$ cat src/design/fir121_pkg.sv
// Shared types, constants and the coefficient table of the 121-tap filter.
`default_nettype none

package fir121_pkg;

  localparam int TableLen   = 121;
  localparam int OffsetRst  = 16384;
  localparam int RoundBias  = 4096;
  localparam int RoundShift = 13;
  localparam int OutMax     = 524287;
  localparam int OutMin     = -524288;

  typedef enum logic [1:0] {
    StIdle,
    StRun,
    StDrain,
    StDone
  } fir_state_e;

  // Controls from the sequencer to the delay-line memory.
  typedef struct packed {
    logic start;  // new item: rewind read pointer, load live count
    logic step;   // read one past sample, move to the next older one
    logic wr;     // write the current sample and advance
  } dl_ctrl_t;

  // Symmetric low-pass taps, Q1.15.
  localparam logic signed [15:0] CoefRom [TableLen] = '{
    16'sd133,   -16'sd12,   -16'sd36,   -16'sd78,   -16'sd134,
    -16'sd192,  -16'sd235,  -16'sd240,  -16'sd192,  -16'sd86,
    16'sd60,    16'sd216,   16'sd345,   16'sd412,   16'sd402,
    16'sd318,   16'sd183,   16'sd33,    -16'sd95,   -16'sd172,
    -16'sd187,  -16'sd147,  -16'sd75,   -16'sd7,    16'sd25,
    -16'sd3,    -16'sd97,   -16'sd237,  -16'sd384,  -16'sd490,
    -16'sd509,  -16'sd417,  -16'sd220,  16'sd44,    16'sd314,
    16'sd521,   16'sd614,   16'sd573,   16'sd423,   16'sd223,
    16'sd52,    -16'sd18,   16'sd53,    16'sd251,   16'sd515,
    16'sd742,   16'sd817,   16'sd652,   16'sd211,   -16'sd464,
    -16'sd1260, -16'sd2003, -16'sd2506, -16'sd2607, -16'sd2221,
    -16'sd1363, -16'sd159,  16'sd1179,  16'sd2393,  16'sd3238,
    16'sd3540,
    16'sd3238,  16'sd2393,  16'sd1179,  -16'sd159,  -16'sd1363,
    -16'sd2221, -16'sd2607, -16'sd2506, -16'sd2003, -16'sd1260,
    -16'sd464,  16'sd211,   16'sd652,   16'sd817,   16'sd742,
    16'sd515,   16'sd251,   16'sd53,    -16'sd18,   16'sd52,
    16'sd223,   16'sd423,   16'sd573,   16'sd614,   16'sd521,
    16'sd314,   16'sd44,    -16'sd220,  -16'sd417,  -16'sd509,
    -16'sd490,  -16'sd384,  -16'sd237,  -16'sd97,   -16'sd3,
    16'sd25,    -16'sd7,    -16'sd75,   -16'sd147,  -16'sd187,
    -16'sd172,  -16'sd95,   16'sd33,    16'sd183,   16'sd318,
    16'sd402,   16'sd412,   16'sd345,   16'sd216,   16'sd60,
    -16'sd86,   -16'sd192,  -16'sd240,  -16'sd235,  -16'sd192,
    -16'sd134,  -16'sd78,   -16'sd36,   -16'sd12,   16'sd133
  };

  // Taps past the end of the table read as zero.
  function automatic logic signed [15:0] tap_coef(input logic [7:0] idx);
    logic signed [15:0] c;
    if (idx < 8'(TableLen)) begin
      c = CoefRom[idx[6:0]];
    end else begin
      c = '0;
    end
    return c;
  endfunction

endpackage

`default_nettype wire

$ cat src/design/fir121_dline.sv
// Circular delay-line memory with fill count for the 121-tap filter.
`default_nettype none

module fir121_dline #(
  parameter int unsigned DEPTH = 120
) (
  input  wire logic                 clk_i,
  input  wire logic                 rst_ni,
  input  wire fir121_pkg::dl_ctrl_t ctrl_i,
  input  wire logic signed [15:0]   wr_data_i,
  output logic signed [15:0]        rd_data_o,
  output logic                      rd_live_o
);

  localparam int unsigned AW = (DEPTH > 1) ? $clog2(DEPTH) : 1;
  localparam int unsigned FW = $clog2(DEPTH + 1);

  logic signed [15:0] mem [DEPTH];

  logic [AW-1:0]      wp_q, wp_d;
  logic [AW-1:0]      rp_q, rp_d;
  logic [FW-1:0]      fill_q, fill_d;
  logic [FW-1:0]      rem_q, rem_d;
  logic               live_q, live_d;
  logic signed [15:0] rd_data_q;

  function automatic logic [AW-1:0] ptr_dec(input logic [AW-1:0] p);
    logic [AW-1:0] r;
    if (p == '0) begin
      r = AW'(DEPTH - 1);
    end else begin
      r = p - AW'(1);
    end
    return r;
  endfunction

  always_comb begin
    wp_d   = wp_q;
    rp_d   = rp_q;
    fill_d = fill_q;
    rem_d  = rem_q;
    live_d = live_q;
    if (ctrl_i.start) begin
      rp_d  = ptr_dec(wp_q);
      rem_d = fill_q;
    end else if (ctrl_i.step) begin
      rp_d   = ptr_dec(rp_q);
      live_d = (rem_q != '0);
      if (rem_q != '0) begin
        rem_d = rem_q - FW'(1);
      end
    end
    if (ctrl_i.wr) begin
      wp_d = (wp_q == AW'(DEPTH - 1)) ? '0 : wp_q + AW'(1);
      if (fill_q != FW'(DEPTH)) begin
        fill_d = fill_q + FW'(1);
      end
    end
  end

  always_ff @(posedge clk_i or negedge rst_ni) begin
    if (!rst_ni) begin
      wp_q   <= '0;
      rp_q   <= '0;
      fill_q <= '0;
      rem_q  <= '0;
      live_q <= 1'b0;
    end else begin
      wp_q   <= wp_d;
      rp_q   <= rp_d;
      fill_q <= fill_d;
      rem_q  <= rem_d;
      live_q <= live_d;
    end
  end

  // Read-first port; reads and writes never target the same item's slot at once.
  always_ff @(posedge clk_i) begin
    if (ctrl_i.wr) begin
      mem[wp_q] <= wr_data_i;
    end
    if (ctrl_i.step) begin
      rd_data_q <= mem[rp_q];
    end
  end

  assign rd_data_o = rd_data_q;
  assign rd_live_o = live_q;

endmodule

`default_nettype wire

$ cat src/design/fir_121_tap_sample_filter.sv
// Top level of the 121-tap FIR sample filter: sequencer, MAC datapath, output register.
// One item at a time: no new item is taken until the current one's result is loaded into
// the output register, set by the single multiply-accumulate unit that takes one tap per
// cycle through the delay-line memory's one read port.
// A finished result waits in the output register while the next item is taken.
// Reset: offset register to 16384, output empty; the delay line reads as zero
// through its fill count, so no clearing pass runs.
`default_nettype none

module fir_121_tap_sample_filter #(
  parameter int unsigned TAPS = 121
) (
  input  wire logic               clk_i,
  input  wire logic               rst_ni,
  // configuration
  input  wire logic               cfg_we_i,
  input  wire logic [14:0]        cfg_wdata_i,
  // input channel
  input  wire logic               in_valid_i,
  output logic                    in_stall_o,
  input  wire logic [14:0]        sample_i,
  // output channel
  output logic                    out_valid_o,
  input  wire logic               out_stall_i,
  output logic signed [19:0]      filtered_o
);

  localparam int unsigned DEPTH = TAPS - 1;
  localparam int unsigned CW    = $clog2(TAPS);
  localparam int unsigned AccW  = 32 + $clog2(TAPS);

  localparam logic signed [AccW-1:0] SatHi = AccW'(fir121_pkg::OutMax);
  localparam logic signed [AccW-1:0] SatLo = AccW'(fir121_pkg::OutMin);

  // ---------------------------------------------------------------------------
  // Offset register
  // ---------------------------------------------------------------------------
  logic [14:0] offset_q;

  always_ff @(posedge clk_i or negedge rst_ni) begin
    if (!rst_ni) begin
      offset_q <= 15'(fir121_pkg::OffsetRst);
    end else if (cfg_we_i) begin
      offset_q <= cfg_wdata_i;
    end
  end

  // ---------------------------------------------------------------------------
  // Sequencer
  // ---------------------------------------------------------------------------
  fir121_pkg::fir_state_e state_q, state_d;
  fir121_pkg::dl_ctrl_t   dl_ctrl;

  logic [CW-1:0] cnt_q, cnt_d;
  logic          accept;
  logic          issue;       // one tap enters the MAC pipe this cycle
  logic          issue_last;
  logic          out_load;

  // pipe stage 1: coefficient and memory read
  logic          v1_q, last1_q, selx1_q;
  // pipe stage 2: product
  logic          v2_q, last2_q;

  logic signed [15:0] x_q;
  logic signed [15:0] coef_q;
  logic signed [15:0] opnd;
  logic signed [31:0] prod_q;
  logic signed [AccW-1:0] acc_q;
  logic signed [AccW-1:0] rnd;
  logic signed [AccW-1:0] shifted;
  logic signed [19:0]     sat;
  logic signed [19:0]     filtered_q;
  logic                   out_valid_q, out_valid_d;

  logic signed [15:0] dl_rd_data;
  logic               dl_rd_live;
  logic [15:0]        diff;

  assign accept     = in_valid_i && (state_q == fir121_pkg::StIdle);
  assign in_stall_o = (state_q != fir121_pkg::StIdle);
  assign issue_last = (cnt_q == CW'(TAPS - 1));

  // offset removal; the difference always fits 16 bits
  assign diff = {1'b0, sample_i} - {1'b0, offset_q};

  always_comb begin
    state_d  = state_q;
    cnt_d    = cnt_q;
    issue    = 1'b0;
    out_load = 1'b0;
    case (state_q)
      fir121_pkg::StIdle: begin
        cnt_d = '0;
        if (in_valid_i) begin
          state_d = fir121_pkg::StRun;
        end
      end
      fir121_pkg::StRun: begin
        issue = 1'b1;
        cnt_d = cnt_q + CW'(1);
        if (issue_last) begin
          state_d = fir121_pkg::StDrain;
        end
      end
      fir121_pkg::StDrain: begin
        // final product lands in the accumulator at this edge
        if (last2_q) begin
          state_d = fir121_pkg::StDone;
        end
      end
      fir121_pkg::StDone: begin
        if (!out_valid_q || !out_stall_i) begin
          out_load = 1'b1;
          state_d  = fir121_pkg::StIdle;
        end
      end
      default: begin
        state_d = fir121_pkg::StIdle;
      end
    endcase
  end

  always_ff @(posedge clk_i or negedge rst_ni) begin
    if (!rst_ni) begin
      state_q <= fir121_pkg::StIdle;
      cnt_q   <= '0;
      v1_q    <= 1'b0;
      last1_q <= 1'b0;
      selx1_q <= 1'b0;
      v2_q    <= 1'b0;
      last2_q <= 1'b0;
    end else begin
      state_q <= state_d;
      cnt_q   <= cnt_d;
      v1_q    <= issue;
      last1_q <= issue && issue_last;
      selx1_q <= issue && (cnt_q == '0);
      v2_q    <= v1_q;
      last2_q <= last1_q;
    end
  end

  // Tap 0 uses the current sample; taps 1.. read past samples, newest first.
  // The current sample goes into memory only after the oldest slot was read.
  assign dl_ctrl.start = accept;
  assign dl_ctrl.step  = issue && (cnt_q != '0);
  assign dl_ctrl.wr    = v1_q && last1_q;

  fir121_dline #(
    .DEPTH(DEPTH)
  ) u_dline (
    .clk_i     (clk_i),
    .rst_ni    (rst_ni),
    .ctrl_i    (dl_ctrl),
    .wr_data_i (x_q),
    .rd_data_o (dl_rd_data),
    .rd_live_o (dl_rd_live)
  );

  // ---------------------------------------------------------------------------
  // MAC datapath
  // ---------------------------------------------------------------------------
  always_ff @(posedge clk_i) begin
    if (accept) begin
      x_q <= signed'(diff);
    end
    if (issue) begin
      coef_q <= fir121_pkg::tap_coef(8'(cnt_q));
    end
    if (v1_q) begin
      prod_q <= coef_q * opnd;
    end
  end

  // entries never written since reset count as zero
  always_comb begin
    if (selx1_q) begin
      opnd = x_q;
    end else if (dl_rd_live) begin
      opnd = dl_rd_data;
    end else begin
      opnd = '0;
    end
  end

  always_ff @(posedge clk_i or negedge rst_ni) begin
    if (!rst_ni) begin
      acc_q <= '0;
    end else if (accept) begin
      acc_q <= '0;
    end else if (v2_q) begin
      acc_q <= acc_q + AccW'(prod_q);
    end
  end

  // Q2.30 -> Q3.17, round half up (floor after bias), then clamp
  assign rnd     = acc_q + AccW'(fir121_pkg::RoundBias);
  assign shifted = rnd >>> fir121_pkg::RoundShift;

  always_comb begin
    if (shifted > SatHi) begin
      sat = 20'(SatHi);
    end else if (shifted < SatLo) begin
      sat = 20'(SatLo);
    end else begin
      sat = 20'(shifted);
    end
  end

  // ---------------------------------------------------------------------------
  // Output register
  // ---------------------------------------------------------------------------
  always_comb begin
    if (out_load) begin
      out_valid_d = 1'b1;
    end else if (!out_stall_i) begin
      out_valid_d = 1'b0;
    end else begin
      out_valid_d = out_valid_q;
    end
  end

  always_ff @(posedge clk_i or negedge rst_ni) begin
    if (!rst_ni) begin
      out_valid_q <= 1'b0;
    end else begin
      out_valid_q <= out_valid_d;
    end
  end

  always_ff @(posedge clk_i) begin
    if (out_load) begin
      filtered_q <= sat;
    end
  end

  assign out_valid_o = out_valid_q;
  assign filtered_o  = filtered_q;

endmodule

`default_nettype wire

$ cat config.mk
export PLATFORM = sky130hd
export DESIGN_NAME = fir_121_tap_sample_filter
export DESIGN_NICKNAME = d
export VERILOG_FILES = /design/src/design/fir121_pkg.sv /design/src/design/fir121_dline.sv /design/src/design/fir_121_tap_sample_filter.sv
export SDC_FILE = /design/constraint.sdc
export NUM_CORES = 2
export LEC_CHECK = 0
export BUFFER_PORTS_ARGS = -buffer_cell sky130_fd_sc_hd__buf_2
export CORE_MARGIN = 5
export CORE_UTILIZATION = 47
export CTS_CLUSTER_SIZE = 10
export DETAILED_ROUTE_END_ITERATION = 8
export GPL_ROUTABILITY_DRIVEN = 0
export HOLD_SLACK_MARGIN = 0.12
export MAX_ROUTING_LAYER = met4
export PLACE_DENSITY_LB_ADDON = 0.3
export SKIP_CTS_REPAIR_TIMING = 1
export SLEW_MARGIN = 20
export SYNTH_ARGS = -nofsm -noshare
export SYNTH_HDL_FRONTEND = slang
export SYNTH_SLANG_ARGS = --single-unit
$ cat constraint.sdc
create_clock -name clk_i -period 9.3 [get_ports clk_i]
set_input_delay 1.395 -clock clk_i [delete_from_list [all_inputs] [get_ports clk_i]]
set_output_delay 1.395 -clock clk_i [all_outputs]
set_load 0.005 [all_outputs]
==> impl_metrics.json <==
{
  "outcome": "finished clean",
  "dp_hpwl_mm": 134.9,
  "grt_max_degree": 122,
  "drt_iter0_drc": 5813,
  "synth_ff_type": "edfxtp_1",
  "overflow": 0,
  "p_leak_nw": 35.98,
  "clk_latency_ns": 0.88,
  "yosysWarningCount": 0,
  "synth-seq-area-share_pct": 66.11,
  "ys_types": 79,
  "grt_pass1_wl_mm": 339.9,
  "p_sw_share_pct": 19.54,
  "cts_buffers": 235,
  "fin_nets": 6068,
  "finalSetupTns_ns": 0,
  "syn_nets": 5858,
  "drive_above_1_share_pct": 20.48,
  "grt_setup_unrepaired": "no",
  "grt.total_usage_pct": 22.21,
  "clockRootBuffer": "clkbuf_16",
  "syn_inst": 5430,
  "p_int_w": 0.01502,
  "start_kind": "flop",
  "die_area_um2": 211900,
  "path_clk_slew_ns": 0.06,
  "antenna_found_initial": 8,
  "vias": 50310,
  "seqPwrFrac_pct": 55.1,
  "synth_area_um2": 95330,
  "io-pin-count": 57,
  "finalCriticalPeriod_ns": 7.567,
  "slew_violations": 0,
  "finalHoldViolCount": 0,
  "h-tree-depth": 4,
  "start_util_pct": 47.21,
  "wl_per_cell_um": 26.92,
  "power_frac_clock_pct": 44.3,
  "via_per_inst": 5.974,
  "finalSetupViolCount": 0,
  "yosys-top-cells-area": "edfxtp_1, mux4_2, fa_1",
  "fmax_mhz": 132.2,
  "cp.arrival_ns": 8.17,
  "drv_cap": 0,
  "place_area_um2": 99420,
  "async_flop_share_pct": 4.634,
  "clock-sinks": 2115,
  "placementRows": 165,
  "seq_area_um2": 63050,
  "drc_errors": 0,
  "cp-end-kind": "flop",
  "yosysTopAreaCellShare_pct": 63.54,
  "multiInputGateArea_um2": 29940,
  "skew_ns": 0.09683,
  "cp.required_ns": 9.91,
  "synth_edf_count": 2017,
  "ir_drop_uv": 217.1,
  "core_um2": 201900,
  "synth_seq_cells": 2115,
  "cts_tree": "built",
  "final.period_utilization_pct": 81.36,
  "power_w": 0.01867,
  "hold_class": "flop to flop",
  "p_sw_w": 0.003648,
  "die_h_um": 460.4,
  "fp.dieW_um": 460.4,
  "worstPathMaxFanout": 18,
  "cellPowerDensity_nw_per_um2": 175.8,
  "comb_power_share_pct": 0.5,
  "ant_nets": 0,
  "numPortBuffers": 56,
  "stdcell_area_um2": 106200,
  "synth_area_per_cell_um2": 17.56,
  "wl_mm": 226.7,
  "first_pass_iters": 7,
  "worstMarginPinSlew_ns": 1.061,
  "fillers": 15980,
  "grt_pass1_vias": 51450,
  "synth_largest_area_cell": "edfxtp_1",
  "syn2layout_area_growth_pct": 11.39,
  "clk_path_buf_depth": 3,
  "crit_type": "flop to flop",
  "maxSlewHeadroom_pct": 29.30
}
sequential cells by signal (all words and copies together), names as in the netlist, 7 cells and up:
register	flops
u_dline.mem	1920
prod_q	32
u_dline.wp_q	7
u_dline.rp_q	7
u_dline.rd_data_o	16
acc_q	39
u_dline.fill_q	7
x_q	16
offset_q	15
u_dline.rem_q	7
coef_q	13
filtered_o	20
cnt_q	7
cell type report:
type | count | area share [%]
Timing Repair Buffer | 255 | 1.751
Clock inverter | 30 | 0.4537
Clock buffer | 315 | 5.888
Antenna cell | 1 | 0.002357
Multi-Input combinational cell | 2699 | 28.20
Sequential cell | 2115 | 59.37
Tap cell | 2672 | 3.149
Inverter | 334 | 1.182
power by group through the flow:
stage	Clock (W)	Sequential, W	Combinational (W)
floorplan	0	0.0105	0.0000558
global placement	0	0.0105	0.0000993
detailed placement	0	0.0105	0.000101
CTS	0.00844	0.0103	0.000101
global route	0.00883	0.0103	0.000108
finish	0.00828	0.0103	0.0000980
synth_stat cells (all sizes together), types with 8 or more instances:
master	number
o21bai	12
and2	44
nor2	308
mux2	26
o21a	8
o22ai	14
nand2b	27
buf	129
xor2	47
a211oi	34
fa	234
and3	20
nand2	283
nand4	19
ha	159
o211ai	24
dfrtp	97
a21oi	165
o21ai	146
a311oi	10
clkbuf	153
mux2i	125
a31oi	24
a21o	32
a22oi	14
edfxtp	2017
o221ai	9
a22o	10
inv	331
mux4	578
nor2b	90
xnor2	65
nor3	41
nand3	53
per-stage QoR:
step | hold slack [ns] | utilization (%) | cells | worst slack, ns
after floorplan | 0.3673 | - | 5430 | 1.377
after global placement | 0.3990 | 49.23 | 8070 | 1.564
after detailed placement | 0.4144 | 49.24 | 8072 | 1.717
after CTS | 0.4265 | 52.58 | 8417 | 1.737
after global routing | 0.4460 | 52.59 | 8421 | 1.132
final | 0.4265 | 52.59 | 8421 | 1.733
worst paths after layout:
path / from / endpoint / slack, ns / cells after the start
worst max-delay path: selx1_q / prod_q[31] / 1.73 / 26
worst min-delay path: last1_q / last2_q / 0.43 / 0
worst max register to register: selx1_q / prod_q[31] / 1.73 / 26
worst min register to register: last1_q / last2_q / 0.43 / 0
max in group asynchronous: rst_ni / offset_q[0] / 7.44 / 2
min in group asynchronous: rst_ni / cnt_q[0] / 0.56 / 1
metal layers:
layer  wire (um)  global-route usage [%]
met1       92620                   30.45
met2      111300                   35.47
met3       16550                   3.106
met4        6207                   5.972
met5           0                       -
placed cells by master, fill, tap and decap left out, drive strengths merged, types with 65 or more instances in the layout:
cell / count
o21ai: 146
ha: 159
inv: 334
fa: 234
a21oi: 165
mux4: 578
nor2: 308
clkbuf: 316
nand2: 283
edfxtp: 2017
xnor2: 65
nor2b: 90
buf: 254
dfrtp: 97
mux2i: 125
critical path, cell delays in order (launching register included):
cell	delay, ns
dfrtp_1	0.36
buf_4	0.19
nor2b_1	0.12
buf_4	0.20
a22o_1	0.55
nand2_1	0.20
inv_1	0.17
fa_1	0.51
inv_1	0.17
fa_1	0.48
inv_1	0.27
fa_1	0.49
fa_1	0.50
fa_1	0.49
inv_1	0.05
fa_1	0.47
inv_1	0.04
ha_1	0.32
a21boi_0	0.14
a311oi_1	0.29
a31oi_1	0.12
a21o_1	0.23
a21boi_1	0.25
nor3_1	0.11
or3_1	0.36
a21oi_1	0.18
xnor2_1	0.08
cells by family after synthesis:
kind of cell	Yosys count	synth area share [%]
AO/OA/AOI/OAI	548	3.563
XOR/XNOR	112	1.029
adder cells (fa/ha/maj)	393	7.001
buffers and inverters	616	2.636
flip-flops	2115	66.11
multiplexers	729	15.27
AND/OR/NAND/NOR	917	4.386
Note: power is estimated with default switching activity, not from simulation.
